$ cat config.mk
export PLATFORM = sky130hd
export DESIGN_NAME = pixel_hue_saturation_set_top_flat
export DESIGN_NICKNAME = d
export VERILOG_FILES = /design/src/design/phss_pkg.sv /design/src/design/phss_in_if.sv /design/src/design/phss_out_if.sv /design/src/design/pixel_hue_saturation_set_top.sv /design/src/flat_wrapper.sv
export VERILOG_INCLUDE_DIRS = /design/src /design/src/design
export SDC_FILE = /design/constraint.sdc
export NUM_CORES = 2
export LEC_CHECK = 0
export ABC_AREA = 1
export BUFFER_PORTS_ARGS = -buffer_cell sky130_fd_sc_hd__clkbuf_2
export CAP_MARGIN = 10
export CORE_UTILIZATION = 35
export DETAILED_ROUTE_END_ITERATION = 10
export HOLD_SLACK_MARGIN = 0.03
export PLACE_DENSITY_LB_ADDON = 0.08
export RECOVER_POWER = 50
export SYNTH_ARGS = -nofsm -noshare
export SYNTH_HDL_FRONTEND = slang
export SYNTH_SLANG_ARGS = --single-unit
$ cat constraint.sdc
create_clock -name clk_i -period 8.9 [get_ports clk_i]
set_clock_uncertainty 0.15 [all_clocks]
set_input_delay 0 -clock clk_i [delete_from_list [all_inputs] [get_ports clk_i]]
set_output_delay 0 -clock clk_i [all_outputs]
set_load 0.03 [all_outputs]
$ cat src/design/assert_macros.svh
// Assertion macros used by the top-level design file.
`ifndef ASSERT_MACROS_SVH
`define ASSERT_MACROS_SVH

// Concurrent check on clk_i, off while rst_ni is low.
`define ASSERT_CLK(label, prop, msg) \
  label: assert property (@(posedge clk_i) disable iff (!rst_ni) prop) else $error(msg);

// Concurrent check on clk_i that also holds during reset.
`define ASSERT_ALWAYS(label, prop, msg) \
  label: assert property (@(posedge clk_i) prop) else $error(msg);

`endif

$ cat src/design/phss_pkg.sv
// Shared types and constants of the hue/saturation colorize block.
package phss_pkg;

  localparam int ChanW  = 8;    // pixel channel width
  localparam int CfgW   = 7;    // hue / saturation register width
  localparam int ApbAw  = 3;    // two registers at byte offsets 0 and 4
  localparam int ApbDw  = 32;
  localparam int KW     = 14;   // signed weight 5000 - S*d, range -1350..5000
  localparam int XW     = 18;   // positive numerator over 8, below 2^18
  localparam int MagicW = 19;

  // numerators carry a common denominator of 5000
  localparam logic [KW-1:0] FullScale = KW'(5000);
  localparam logic [5:0]    HalfHue   = 6'd50;

  // floor(x / 625) = (x * Magic) >> MagicShift for every x below 2^18
  localparam logic [MagicW-1:0] Magic = MagicW'(429497);
  localparam int MagicShift = 28;

  typedef enum logic {
    RegHue = 1'b0,
    RegSat = 1'b1
  } cfg_reg_e;

endpackage

$ cat src/design/phss_in_if.sv
// Input pixel channel: valid/ready handshake with an RGB payload.
interface phss_in_if;
  import phss_pkg::*;

  logic             valid;
  logic             ready;
  logic [ChanW-1:0] red_in;
  logic [ChanW-1:0] green_in;
  logic [ChanW-1:0] blue_in;

  modport source (output valid, output red_in, output green_in, output blue_in,
                  input ready);
  modport sink   (input valid, input red_in, input green_in, input blue_in,
                  output ready);
endinterface

$ cat src/design/phss_out_if.sv
// Output pixel channel: valid/ready handshake with an RGB payload.
interface phss_out_if;
  import phss_pkg::*;

  logic             valid;
  logic             ready;
  logic [ChanW-1:0] red_out;
  logic [ChanW-1:0] green_out;
  logic [ChanW-1:0] blue_out;

  modport source (output valid, output red_out, output green_out, output blue_out,
                  input ready);
  modport sink   (input valid, input red_out, input green_out, input blue_out,
                  output ready);
endinterface

$ cat src/design/pixel_hue_saturation_set_top.sv
// Throughput: one pixel per cycle; the three stages advance together and
// hold while the output register is full and pix_o.ready is low.
// Stage 1 takes the channel peak and weights, 2 multiplies it by the channel weight,
// 3 divides by 5000 through a reciprocal multiply.
// Reset (rst_ni low, asynchronous) empties the pipeline and clears both registers.
`include "assert_macros.svh"

module pixel_hue_saturation_set_top (
  input  logic                       clk_i,
  input  logic                       rst_ni,
  phss_in_if.sink                    pix_i,
  phss_out_if.source                 pix_o,
  input  logic                       psel,
  input  logic                       penable,
  input  logic                       pwrite,
  input  logic [phss_pkg::ApbAw-1:0] paddr,
  input  logic [phss_pkg::ApbDw-1:0] pwdata,
  output logic [phss_pkg::ApbDw-1:0] prdata,
  output logic                       pready
);
  import phss_pkg::*;

  typedef enum logic [2:0] {
    SecRed2Yel = 3'd0,
    SecYel2Grn = 3'd1,
    SecGrn2Cyn = 3'd2,
    SecCyn2Blu = 3'd3,
    SecBlu2Mag = 3'd4,
    SecMag2Red = 3'd5
  } sector_e;

  // ---------------- configuration registers ----------------
  logic [CfgW-1:0] hue_q, sat_q;
  logic            cfg_wr;
  cfg_reg_e        cfg_sel;

  assign pready  = 1'b1;
  assign cfg_wr  = psel && penable && pwrite;
  assign cfg_sel = cfg_reg_e'(paddr[2]);

  always_ff @(posedge clk_i or negedge rst_ni) begin
    if (!rst_ni) begin
      hue_q <= '0;
      sat_q <= '0;
    end else if (cfg_wr) begin
      unique case (cfg_sel)
        RegHue:  hue_q <= pwdata[CfgW-1:0];
        RegSat:  sat_q <= pwdata[CfgW-1:0];
        default: ;
      endcase
    end
  end

  always_comb begin
    prdata = '0;
    if (paddr[1:0] == 2'b00) begin
      unique case (cfg_sel)
        RegHue:  prdata = ApbDw'(hue_q);
        RegSat:  prdata = ApbDw'(sat_q);
        default: prdata = '0;
      endcase
    end
  end

  // ---------------- hue decode (static between config writes) ----------------
  logic [8:0] hue3;     // 3 * hue_percent, hue in units of 60/50 degrees
  logic [6:0] hue_t;    // hue3 mod 100
  logic [5:0] hue_dev;  // |hue_t - 50|
  sector_e    sector;
  logic [5:0] d_r, d_g, d_b;  // 0 -> chroma, hue_dev -> second, 50 -> zero

  assign hue3 = {hue_q, 1'b0} + 9'(hue_q);

  always_comb begin
    if      (hue3 < 9'd50)  sector = SecRed2Yel;
    else if (hue3 < 9'd100) sector = SecYel2Grn;
    else if (hue3 < 9'd150) sector = SecGrn2Cyn;
    else if (hue3 < 9'd200) sector = SecCyn2Blu;
    else if (hue3 < 9'd250) sector = SecBlu2Mag;
    else                    sector = SecMag2Red;

    if      (hue3 >= 9'd300) hue_t = 7'(hue3 - 9'd300);
    else if (hue3 >= 9'd200) hue_t = 7'(hue3 - 9'd200);
    else if (hue3 >= 9'd100) hue_t = 7'(hue3 - 9'd100);
    else                     hue_t = hue3[6:0];

    hue_dev = (hue_t >= 7'(HalfHue)) ? 6'(hue_t - 7'(HalfHue))
                                     : 6'(7'(HalfHue) - hue_t);

    unique case (sector)
      SecRed2Yel: begin d_r = '0;      d_g = hue_dev; d_b = HalfHue; end
      SecYel2Grn: begin d_r = hue_dev; d_g = '0;      d_b = HalfHue; end
      SecGrn2Cyn: begin d_r = HalfHue; d_g = '0;      d_b = hue_dev; end
      SecCyn2Blu: begin d_r = HalfHue; d_g = hue_dev; d_b = '0;      end
      SecBlu2Mag: begin d_r = hue_dev; d_g = HalfHue; d_b = '0;      end
      default:    begin d_r = '0;      d_g = HalfHue; d_b = hue_dev; end
    endcase
  end

  // ---------------- pipeline control ----------------
  logic [2:0] v_q;
  logic       en;

  assign en          = !v_q[2] || pix_o.ready;
  assign pix_i.ready = en;
  assign pix_o.valid = v_q[2];

  always_ff @(posedge clk_i or negedge rst_ni) begin
    if (!rst_ni) begin
      v_q <= '0;
    end else if (en) begin
      v_q <= {v_q[1:0], pix_i.valid};
    end
  end

  // ---------------- stage 1: peak and channel weights ----------------
  logic        [ChanW-1:0] peak_d, peak_q;
  logic        [12:0]      sd [3];
  logic signed [KW-1:0]    k_d [3];
  logic signed [KW-1:0]    k_q [3];

  always_comb begin
    peak_d = pix_i.red_in;
    if (pix_i.green_in > peak_d) peak_d = pix_i.green_in;
    if (pix_i.blue_in > peak_d)  peak_d = pix_i.blue_in;

    sd[0] = 13'(sat_q) * 13'(d_r);
    sd[1] = 13'(sat_q) * 13'(d_g);
    sd[2] = 13'(sat_q) * 13'(d_b);
    for (int i = 0; i < 3; i++) begin
      // weight = chroma + component - ... folded: 5000 - S*d
      k_d[i] = $signed(FullScale) - $signed({1'b0, sd[i]});
    end
  end

  always_ff @(posedge clk_i) begin
    if (en) begin
      peak_q <= peak_d;
      for (int i = 0; i < 3; i++) k_q[i] <= k_d[i];
    end
  end

  // ---------------- stage 2: peak times weight ----------------
  logic signed [22:0]   prod [3];
  logic        [XW-1:0] x_d  [3];
  logic        [XW-1:0] x_q  [3];

  always_comb begin
    for (int i = 0; i < 3; i++) begin
      prod[i] = 23'($signed({1'b0, peak_q}) * k_q[i]);
      // non-positive numerators clamp to zero; positive ones stay below 2^21
      x_d[i]  = (prod[i] > 23'sd0) ? prod[i][20:3] : '0;
    end
  end

  always_ff @(posedge clk_i) begin
    if (en) begin
      for (int i = 0; i < 3; i++) x_q[i] <= x_d[i];
    end
  end

  // ---------------- stage 3: divide by 625 (already over 8) ----------------
  logic [XW+MagicW-1:0] quo  [3];
  logic [ChanW-1:0]     ch_q [3];

  always_comb begin
    for (int i = 0; i < 3; i++) begin
      quo[i] = (XW+MagicW)'(x_q[i]) * (XW+MagicW)'(Magic);
    end
  end

  always_ff @(posedge clk_i) begin
    if (en) begin
      for (int i = 0; i < 3; i++) ch_q[i] <= quo[i][MagicShift +: ChanW];
    end
  end

  assign pix_o.red_out   = ch_q[0];
  assign pix_o.green_out = ch_q[1];
  assign pix_o.blue_out  = ch_q[2];

  // ---------------- assertions ----------------
  `ASSERT_CLK(a_stall_blocks_in, v_q[2] && !pix_o.ready |-> !pix_i.ready, "input taken while output stalled")
  `ASSERT_CLK(a_accept_fills_s1, pix_i.valid && pix_i.ready |=> v_q[0], "accepted pixel lost in stage 1")
  `ASSERT_CLK(a_black_stays_black, en && v_q[0] && peak_q == '0 |=> x_q[0] == '0 && x_q[1] == '0 && x_q[2] == '0, "black pixel gave nonzero numerator")
  `ASSERT_CLK(a_numerator_range, v_q[1] |-> x_q[0] <= 18'd159375 && x_q[1] <= 18'd159375 && x_q[2] <= 18'd159375, "numerator outside reciprocal range")

endmodule

$ cat src/flat_wrapper.sv
// flat-port wrapper written by rule: the top's interface ports become plain ports
module pixel_hue_saturation_set_top_flat import phss_pkg::*;
  (clk_i, rst_ni, psel, penable, pwrite, paddr, pwdata, prdata, pready, pix_i_valid, pix_i_red_in, pix_i_green_in, pix_i_blue_in, pix_i_ready, pix_o_valid, pix_o_red_out, pix_o_green_out, pix_o_blue_out, pix_o_ready);
  phss_in_if pix_i_i ();
  phss_out_if pix_o_i ();
  input  logic clk_i;
  input  logic rst_ni;
  input  logic psel;
  input  logic penable;
  input  logic pwrite;
  input  logic [phss_pkg::ApbAw-1:0] paddr;
  input  logic [phss_pkg::ApbDw-1:0] pwdata;
  output logic [phss_pkg::ApbDw-1:0] prdata;
  output logic pready;
  input wire logic [$bits(pix_i_i.valid)-1:0] pix_i_valid;
  input wire logic [$bits(pix_i_i.red_in)-1:0] pix_i_red_in;
  input wire logic [$bits(pix_i_i.green_in)-1:0] pix_i_green_in;
  input wire logic [$bits(pix_i_i.blue_in)-1:0] pix_i_blue_in;
  output wire logic [$bits(pix_i_i.ready)-1:0] pix_i_ready;
  output wire logic [$bits(pix_o_i.valid)-1:0] pix_o_valid;
  output wire logic [$bits(pix_o_i.red_out)-1:0] pix_o_red_out;
  output wire logic [$bits(pix_o_i.green_out)-1:0] pix_o_green_out;
  output wire logic [$bits(pix_o_i.blue_out)-1:0] pix_o_blue_out;
  input wire logic [$bits(pix_o_i.ready)-1:0] pix_o_ready;
  assign pix_i_i.valid = pix_i_valid;
  assign pix_i_i.red_in = pix_i_red_in;
  assign pix_i_i.green_in = pix_i_green_in;
  assign pix_i_i.blue_in = pix_i_blue_in;
  assign pix_i_ready = pix_i_i.ready;
  assign pix_o_valid = pix_o_i.valid;
  assign pix_o_red_out = pix_o_i.red_out;
  assign pix_o_green_out = pix_o_i.green_out;
  assign pix_o_blue_out = pix_o_i.blue_out;
  assign pix_o_i.ready = pix_o_ready;
  pixel_hue_saturation_set_top u_core (.clk_i(clk_i), .rst_ni(rst_ni), .pix_i(pix_i_i), .pix_o(pix_o_i), .psel(psel), .penable(penable), .pwrite(pwrite), .paddr(paddr), .pwdata(pwdata), .prdata(prdata), .pready(pready));
endmodule
==> results.cfg <==
[cells_and_area]
fin_util_pct = 37.8
antenna_cells = 0
layout.nets = 6423
drive_gt1_share_pct = 3.00
syn_to_final_growth_pct = 6.60

[synthesis]
avgSynthCellArea_um2 = 8.60
synth_top_cell_area_share_pct = 33.8
synth-seq-cells = 145
synth-edff-count = 128
syn_area_mm2 = 0.0421
yosys_warnings = 0
yosysSeqAreaShare_pct = 10.1
synthArstFlopShare_pct = 11.7
yosys.area.top_type = fa_1
synthTopCellsByArea = fa_1, ha_1, inv_1
synthTopCellsByCount = inv_1, ha_1, fa_1
synth_cell_types = 57
synthesis.instances = 4901
synth.most_common_cell = inv_1
dominantRegCellSynth = edfxtp_1

[run_status]
outcome = complete, but fails checks
violations = max-capacitance violations, max-slew violations

[global_route]
grt_pass1_vias = 30700
grt_max_degree = 61
antenna_found_initial = 0
overflow = 0
grt_pass1_wl_mm = 161
grt.total_usage_pct = 16.6

[routing]
postRouteAntennaNets = 0
drtPass1Iterations = 5
drt_iter0_drc = 1211
wl_per_cell_um = 14.8
remaining_drc_errors = 0
wl_mm = 96.8
num_vias = 29300
via_per_inst = 4.47

[placement]
place_congestion = 0.841
io_buffers = 73
dpl.hpwl_mm = 83.7

[sta]
finalCritPeriodShare_pct = 90.8
final.setup.tns_ps = 0
final-setup-viol-count = 0
grt_setup_unrepaired = no
post-route-min-period_ps = 8090
slew_viol_final = 115
slew-limit-headroom_pct = -150
hold_viol = 0
worst_pin_slew_ps = 3750
clock.fmax_mhz = 124

[die]
die_area_mm2 = 0.122
fp.dieH_um = 349
row_count = 126
dieWidth_um = 349
start_util_pct = 35.5
io_pins = 125
core_area_mm2 = 0.119

[clock_network]
cts-root-buf = clkbuf_16
cts_hold_buffers = 30
cts_buffers = 17
cts_resized = 0
post-cts-setup-buffers = 0
clock_latency_ps = 530
cts_buffer_depth = 2
clk_pin_slew_worst_paths_ps = 70
cts_tree = built
numClockSinks = 145
htree_levels = 4

[setup_path]
crit_top_cell = nand2_1
crit_fanout = 7
required_ps = 9020
r2r_end = u_core.k_q[0][12]
path_class = flip-flop to flip-flop
cp_slowest_cell = fa_1
timing.rr.start = u_core.hue_q[0]
crit_end = u_core.k_q[0][12]
r2r_setup_slack_ps = 810
start_kind = flip-flop
cp.depth = 44
r2r_cells = 44
cpPeakStageDelay_ps = 520
crit_start = u_core.hue_q[0]
arrival_ps = 8200
worstSetupEndpointType = flip-flop
path_buf_inv = 6
crit_family = adder cells

[worst_hold_path]
hold_path_class = input pin to flip-flop

[flow_run]
drv_cap = 2
[kinds of logic after synthesis]
group,share of synthesized area [%]
flip-flops,10.1
AO/OA/AOI/OAI,5.53
XOR/XNOR,2.91
other,0.0178
multiplexers,0.0267
AND/OR/NAND/NOR,11.6
buffers and inverters,14.6
adder cells (fa/ha/maj),55.2
[tightest hold or removal path, delay by kind of cell]
kind                   cells  cell delay (ps)
AOI/OAI and AO/OA          1              120
and+or+nand+nor            1              360
buffers and inverters      1              200
[per-stage QoR]
| step | cell area [um^2] | hold slack, ps | worst slack, ps | std cells |
|---|---|---|---|---|
| floorplan | 42200 | -446 | 1720 | 4925 |
| global placement | 44000 | -178 | 913 | 6477 |
| detailed placement | 44000 | -180 | 822 | 6477 |
| CTS | 45000 | 42.1 | 806 | 6539 |
| global route | 44900 | 91.7 | 183 | 6539 |
| finish | 44900 | 68.9 | 815 | 6539 |
[sequential cells by signal, summed over array words and instances (netlist names)]
signal,cells
u_core.peak_q,8
u_core.ch_q,24
u_core.hue_q,7
u_core.v_q,3
u_core.x_q,54
u_core.sat_q,7
u_core.k_q,42
[placed cells by master (no fill, tap or decap), types with 4 or more instances in the layout]
cell / netlist / routed
a2111oi_0: 5 / 5
a211oi_1: 20 / 20
a21boi_0: 7 / 7
a21o_1: 6 / 6
a21oi_1: 208 / 208
a31oi_1: 11 / 11
buf_4: 28 / 10
clkbuf_1: 71 / 28
clkbuf_16: 0 / 17
clkbuf_2: 31 / 47
conb_1: 2 / 26
dfrtp_1: 17 / 17
dlygate4sd3_1: 0 / 30
edfxtp_1: 128 / 128
fa_1: 712 / 712
ha_1: 719 / 719
inv_1: 1462 / 1462
inv_2: 5 / 5
inv_6: 0 / 6
nand2_1: 700 / 700
nand2_2: 23 / 23
nand2_4: 4 / 4
nand3_1: 99 / 99
nand3_2: 10 / 10
nand4_1: 28 / 28
nor2_1: 253 / 253
nor2_4: 6 / 6
nor3_1: 16 / 16
nor4_1: 10 / 10
o211ai_1: 9 / 9
o21a_1: 10 / 10
o21ai_0: 105 / 105
o21ai_1: 7 / 7
o21bai_1: 9 / 9
o31ai_1: 4 / 4
xnor2_1: 50 / 50
xor2_1: 90 / 90
[layer usage]
metal  wire [um]  GRT usage [%]
met5           0              0
met4        1120           3.39
met3        1830           1.49
met2       46700           28.0
met1       47200           23.1
[how the worst min path moves through the flow]
stage                            from               to  slack [ps]  cells after the start
after floorplan                rst_ni  u_core.hue_q[0]        -450                      0
after global placement         rst_ni  u_core.sat_q[6]        -180                      1
after detailed placement       rst_ni  u_core.hue_q[6]        -180                      1
after CTS                    paddr[2]  u_core.sat_q[4]          40                      3
after global routing      pix_i_valid    u_core.v_q[0]          90                      3
final                        paddr[2]  u_core.sat_q[0]          70                      3
[cell type report]
cell class                      count  area, um^2
Fill cell                       12400       73800
Multi-Input combinational cell   3178       31800
Inverter                         1469        5510
Sequential cell                   145        4270
Tap cell                         1600        2000
Timing Repair Buffer              115         716
Clock buffer                       17         425
Clock inverter                     15         193
Power is not shown: default switching activity piles up to over one toggle a cycle in this logic, so the estimate is an artifact.
